==> src/hw/rtl/atx_pkg.sv <==
// Shared types, constants and helpers for the affine point transform core.
package atx_pkg;

  localparam int COEF_WIDTH = 32;
  localparam int FRAC_BITS  = 16;
  localparam int PT_WIDTH   = 32;
  localparam int PROD_W     = COEF_WIDTH + PT_WIDTH;
  localparam int ACC_W      = PROD_W + 3;
  localparam int NROWS      = 3;
  localparam int NCOLS      = 4;
  localparam int NCOEF      = NROWS * NCOLS;
  localparam int IDX_W      = $clog2(NCOEF);
  localparam int QDEPTH     = 4;
  localparam int QAW        = $clog2(QDEPTH);
  localparam int QCW        = $clog2(QDEPTH + 1);

  typedef enum logic {
    OP_LOAD  = 1'b0,
    OP_XFORM = 1'b1
  } opcode_t;

  typedef logic signed [COEF_WIDTH-1:0] coef_t;
  typedef logic signed [PT_WIDTH-1:0]   pt_t;

  typedef struct packed {
    opcode_t            opcode;
    logic [1:0]         row_sel;
    logic [1:0]         col_sel;
    logic signed [31:0] coef_value;
    logic signed [31:0] point_x;
    logic signed [31:0] point_y;
    logic signed [31:0] point_z;
    logic signed [31:0] point_w;
  } in_item_t;

  typedef struct packed {
    logic signed [31:0] out_x;
    logic signed [31:0] out_y;
    logic signed [31:0] out_z;
    logic               sat_flag;
  } out_item_t;

  typedef struct packed {
    logic                    is_load;
    logic [IDX_W-1:0]        idx;
    coef_t                   coef;
    logic [NCOLS-1:0][PT_WIDTH-1:0] pt;
  } q_item_t;

  typedef struct packed {
    logic           full;
    logic           empty;
    logic [QCW-1:0] count;
  } q_stat_t;

  localparam logic [1:0] ROW_LAST = 2'(NROWS - 1);

  localparam logic [63:0] ONE64    = 64'(1) << FRAC_BITS;
  localparam coef_t       COEF_ONE = ONE64[COEF_WIDTH-1:0];
  localparam coef_t       COEF_ZERO = '0;

  localparam logic signed [ACC_W-1:0] HALF_LSB = ACC_W'(1) << (FRAC_BITS - 1);

  localparam logic signed [PT_WIDTH-1:0] OUT_MAX = {1'b0, {(PT_WIDTH-1){1'b1}}};
  localparam logic signed [PT_WIDTH-1:0] OUT_MIN = {1'b1, {(PT_WIDTH-1){1'b0}}};

  function automatic coef_t wrap_coef(input logic signed [31:0] v);
    logic signed [63:0] ext;
    ext = 64'(v);
    return ext[COEF_WIDTH-1:0];
  endfunction

endpackage

==> src/hw/rtl/atx_queue.sv <==
// Short FIFO between the front end and the arithmetic back end.
module atx_queue (
  input  logic             clk,
  input  logic             rst_n,
  input  logic             push,
  input  atx_pkg::q_item_t push_item,
  input  logic             pop,
  output atx_pkg::q_item_t head_item,
  output atx_pkg::q_stat_t q_stat
);

  atx_pkg::q_item_t               mem_r [atx_pkg::QDEPTH];
  logic [atx_pkg::QAW-1:0]        wr_ptr_r, wr_ptr_nxt;
  logic [atx_pkg::QAW-1:0]        rd_ptr_r, rd_ptr_nxt;
  logic [atx_pkg::QCW-1:0]        count_r, count_nxt;

  assign head_item    = mem_r[rd_ptr_r];
  assign q_stat.full  = (count_r == atx_pkg::QCW'(atx_pkg::QDEPTH));
  assign q_stat.empty = (count_r == '0);
  assign q_stat.count = count_r;

  always_comb begin
    wr_ptr_nxt = wr_ptr_r;
    rd_ptr_nxt = rd_ptr_r;
    count_nxt  = count_r;
    if (push) begin
      wr_ptr_nxt = (wr_ptr_r == atx_pkg::QAW'(atx_pkg::QDEPTH - 1)) ? '0 : wr_ptr_r + 1'b1;
    end
    if (pop) begin
      rd_ptr_nxt = (rd_ptr_r == atx_pkg::QAW'(atx_pkg::QDEPTH - 1)) ? '0 : rd_ptr_r + 1'b1;
    end
    if (push && !pop) begin
      count_nxt = count_r + 1'b1;
    end else if (pop && !push) begin
      count_nxt = count_r - 1'b1;
    end
  end

  always_ff @(posedge clk) begin
    if (!rst_n) begin
      wr_ptr_r <= '0;
      rd_ptr_r <= '0;
      count_r  <= '0;
    end else begin
      wr_ptr_r <= wr_ptr_nxt;
      rd_ptr_r <= rd_ptr_nxt;
      count_r  <= count_nxt;
    end
  end

  always_ff @(posedge clk) begin
    if (push) begin
      mem_r[wr_ptr_r] <= push_item;
    end
  end

endmodule

==> config.mk <==
export PLATFORM = sky130hd
export DESIGN_NAME = atx_queue
export DESIGN_NICKNAME = d
export VERILOG_FILES = /design/src/hw/rtl/atx_pkg.sv /design/src/hw/rtl/atx_queue.sv
export SDC_FILE = /design/constraint.sdc
export NUM_CORES = 1
export LEC_CHECK = 0
export BUFFER_PORTS_ARGS = -buffer_cell sky130_fd_sc_hd__buf_2
export CORE_MARGIN = 1.5
export CORE_UTILIZATION = 55
export DETAILED_ROUTE_END_ITERATION = 8
export PLACE_DENSITY = 0.77
export SYNTH_ARGS = -nofsm -noshare
export SYNTH_HDL_FRONTEND = slang
export SYNTH_SLANG_ARGS = --single-unit
==> constraint.sdc <==
create_clock -name clk -period 6.5 [get_ports clk]
set_input_delay 0.325 -clock clk [delete_from_list [all_inputs] [get_ports clk]]
set_output_delay 0.325 -clock clk [all_outputs]
set_load 0.1 [all_outputs]
# [Yosys cells after proc, flatten, opt, wreduce, memory -nomap -nowiden]
# Memories as Yosys holds them, arrays and structs flattened. A register that Yosys moved wholly into a read port is not among the register bits.
# Index checks and enable logic that the tools add are counted.
[word_totals] register_bits=7 ram_bits=660 inputBits=169 output_inout_bits=170 memories=1
[op_classes] n_addsub=4 eq_ne=3 muxes=8 reduce_logical=6
[memory_table] name="mem_r" words=4 word_bits=165 read_ports=1 rd_clocked_by_memory_dff=1 wr=1 line="atx_queue.sv:12" source="atx_pkg::q_item_t mem_r [atx_pkg::QDEPTH];"
[op_table] cell="2-bit two-way mux" count=4
[op_table] cell="3-bit two-way mux" count=2
[op_table] cell="2-bit by 1-bit adder with 2-bit output (second input constant)" count=2
[op_table] cell="2-bit equality test (second input constant)" count=2
[op_table] cell="3-bit by 1-bit adder with 3-bit output (second input constant)" count=1
[op_table] cell="3-bit equality test (second input constant)" count=1
[op_table] cell="3-bit zero test" count=1
[op_table] cell="3-bit by 1-bit subtractor with 3-bit output (second input constant)" count=1
[op_table] cell="1-bit logical AND" count=2
[op_table] cell="1-bit zero test" count=2
[op_table] cell="1-bit two-way mux" count=2
[op_table] cell="2-bit nonzero test" count=1

# [Longest topological paths before layout]
[depth] ltp_word=4 ltp_mapped=7 ltp_nobuf=7

# [Worst setup path before layout]
# OpenSTA, ideal clock, no wires.
[synth_timing] kind="register to register" startpoint="reg wr_ptr_r[0] (netlist name)" endpoint="mem mem_r[0][0] (netlist name) (enable)" arrival_time_ns=4.308 setup_slack_ns=1.648 path_stages_with_launch=4 n_path_buf=0 path_cell_list="dfxtp_1 inv_1 ha_1 and2_1"
[synth_lines] item="from (decl)" line="atx_queue.sv:13" source="logic [atx_pkg::QAW-1:0] wr_ptr_r, wr_ptr_nxt;"
[synth_lines] item="from (signal assigned)" line="atx_queue.sv:45" source="wr_ptr_r <= wr_ptr_nxt;"
[synth_lines] item="to (decl)" line="atx_queue.sv:12"
# Straight into the memory's write port.

==> flow_summary.json <==
{
  "crit_slowest_cell": "buf_4",
  "final_layout_size_suffix_gt1_share_pct": 40.1,
  "wl_per_cell_um": 23.5,
  "r2r.worst_path.cells": 4,
  "track_usage_pct": 21.8,
  "period_share_pct": 52.6,
  "drt_iter0_markers": 975,
  "final_cell_mix": "edfxtp_1 (660), buf_2 (338), mux4_2 (165), dlygate4sd3_1 (165), clkbuf_16 (71)",
  "fmax_mhz": 293,
  "cts_num_sinks": 669,
  "synth_xor_area_share_pct": 0.0718,
  "numPortBuffers": 338,
  "worst-path-max-fanout": 43,
  "grt_pass1_wl_um": 72800,
  "synth_simple_gate_area_share_pct": 0.369,
  "synth_area_um2": 24400,
  "avgSynthCellArea_um2": 26.9,
  "synth_top_family_by_area": "multiplexers",
  "grt_setup_unrepaired": "false",
  "startpoint_type": "flop",
  "hp-class": "primary input to flop",
  "dp_hpwl_um": 25500,
  "ios": 339,
  "yosysWarnings": 0,
  "syn_inst": 906,
  "final_antenna_net_count": 0,
  "synthMuxAreaShare_pct": 15.4,
  "finalHoldViolCount": 0,
  "wirelength_um": 49300,
  "synth_nets": 1082,
  "clk_pin_slew_ns": 0.06,
  "rr_endpoint": "mem_r[2][114]",
  "die_area_um2": 45700,
  "fin_ws_ns": 3.08,
  "antenna_found_initial": 7,
  "crit_type": "flop to primary output",
  "multi_input_area_um2": 3990,
  "synth_seq_cells": 669,
  "cts_buffer_depth": 3,
  "regToRegStartpoint": "wr_ptr_r[0]",
  "core_area_um2": 44000,
  "setup_violations": 0,
  "place.gp.congestion": 0.711,
  "row_count": 77,
  "cts_tree": "built",
  "final_nets": 1625,
  "num_vias": 11700,
  "p_leak_uw": 0.0103,
  "synth_compound_area_share_pct": 0.0820,
  "post_cts_buffers": 0,
  "htreeDepth": 3,
  "clk_latency_ns": 0.59,
  "ff_latch_area_um2": 20000,
  "reg2reg_setup_slack_ns": 3.96,
  "crit_chain": "buf_4 -> mux4_2 -> buf_2",
  "die-width_um": 214,
  "post-place-ws_ns": 3.62,
  "drv_slew": 0,
  "mostFrequentLayoutCell": "edfxtp_1",
  "synthAdderAreaFrac_pct": 0.390,
  "fin_crit_ns": 3.42,
  "drc": 0,
  "worstPathArrival_ns": 3.09,
  "clock_skew_ns": 0.0170,
  "p_per_area_nw_per_um2": 348,
  "setup_tns_ns": 0,
  "area_growth_syn_to_layout_pct": 24.2,
  "overflow": 0,
  "cap_violations": 0,
  "grt_pass1_vias": 12300,
  "vdd_drop_max_mv": 0.319,
  "outcome": "complete, no violations",
  "grt_start_max_net_pins": 166,
  "die_y_um": 214,
  "nFillCells": 2564,
  "start_util_pct": 55.4,
  "dr.pass1.iters": 5,
  "avgViaCountPerCell": 5.56,
  "worst_pin_slew_ns": 1.15,
  "min_from": "rst_n",
  "maxSlewHeadroom_pct": 23.2,
  "synth-seq-area-share_pct": 81.9,
  "critPathCaptureType": "primary output",
  "yosysUniqueCellTypes": 24,
  "cts-root-buf": "clkbuf_16",
  "worst_hold_path.num_cells": 2,
  "cts_inserted_buffers": 67,
  "cpPeakStageDelay_ns": 0.77,
  "required_ns": 6.17
}
registers in the layout, summed over array words and instances (netlist names), named ones only:
| name | flops |
|---|---|
| mem_r | 660 |
| count_r | 3 |
| rd_ptr_r | 2 |
| wr_ptr_r | 2 |
routing by layer:
metal	share of wire, %	GRT usage (%)
met5	0.026	0
met4	2.5	8.06
met3	8.4	6.20
met2	51	35.5
met1	38	28.3
worst max path at each step:
stage / depth (start not counted) / slack [ns] / end
3_3_place_gp: 3 / 3.60 / head_item[82]
4_1_cts: 3 / 2.98 / head_item[71]
3_5_place_dp: 3 / 3.62 / head_item[31]
2_1_floorplan: 3 / 1.65 / mem_r[0][0]
6_report: 3 / 3.08 / head_item[71]
5_1_grt: 3 / 2.84 / head_item[118]
worst max-delay path, delay by kind of cell, from the launching register on:
| family | cells | cell delay [ns] |
|---|---|---|
| DFF | 1 | 0.73 |
| muxes | 1 | 0.62 |
| buffers and inverters | 2 | 1.09 |
layout make-up:
cell class | count | share of cell area [%]
clock inverters | 24 | 0.718
well taps | 592 | 2.44
multi-input cells | 196 | 13.2
inverters | 4 | 0.0495
clock buffers | 94 | 6.18
repair buffers | 511 | 11.4
diodes | 6 | 0.0495
flip-flops and latches | 669 | 66.0
cells by family (layout without fill, tap and decap cells):
group	count (synthesis)	count (layout)
other	0	6
muxes	169	169
DFF	669	669
adders and majority gates	7	7
AOI/OAI and AO/OA	3	3
and+or+nand+nor	15	15
xor gates and xnor gates	2	2
buffers and inverters	41	633
cell usage after synthesis (all sizes together):
master / n / share of area [%]
edfxtp: 660 / 81
mux4: 165 / 15
buf: 35 / 1.7
dfxtp: 9 / 0.74
ha: 6 / 0.31
and2: 5 / 0.13
nor2b: 5 / 0.13
inv: 4 / 0.061
mux2i: 4 / 0.16
clkbuf: 2 / 0.031
nor3: 2 / 0.041
a21boi: 1 / 0.031
fa: 1 / 0.082
nor2: 1 / 0.015
nor3b: 1 / 0.031
o21a: 1 / 0.031
o21ai: 1 / 0.020
or3: 1 / 0.026
xnor2: 1 / 0.036
xor2: 1 / 0.036
stage by stage:
stage / power (uW) / cell area [um2] / hold WS (ns) / instances / utilization, %
2_1_floorplan: 6580 / 24400 / 0.424 / 906 / -
3_3_place_gp: 6840 / 26600 / 0.510 / 1807 / 60.3
3_5_place_dp: 6870 / 26600 / 0.536 / 1807 / 60.3
4_1_cts: 10600 / 30300 / 0.0347 / 2090 / 68.8
5_1_grt: 10900 / 30300 / 0.0650 / 2095 / 68.9
6_report: 10600 / 30300 / 0.0795 / 2096 / 68.9
repair_timing:
action | 4_1_cts | 5_1_grt
resized for setup | 0 | 0
hold endpoints to repair | 660 | 0
hold buffers | 165 | 0
report_power, final:
| part | switching (uW) | total (uW) | internal [uW] |
|---|---|---|---|
| combinational | 1440 | 1850 | 409 |
| sequential | 69.3 | 5020 | 4950 |
| clock | 1520 | 3690 | 2170 |
No activity file was read; power rests on OpenSTA's default activity.
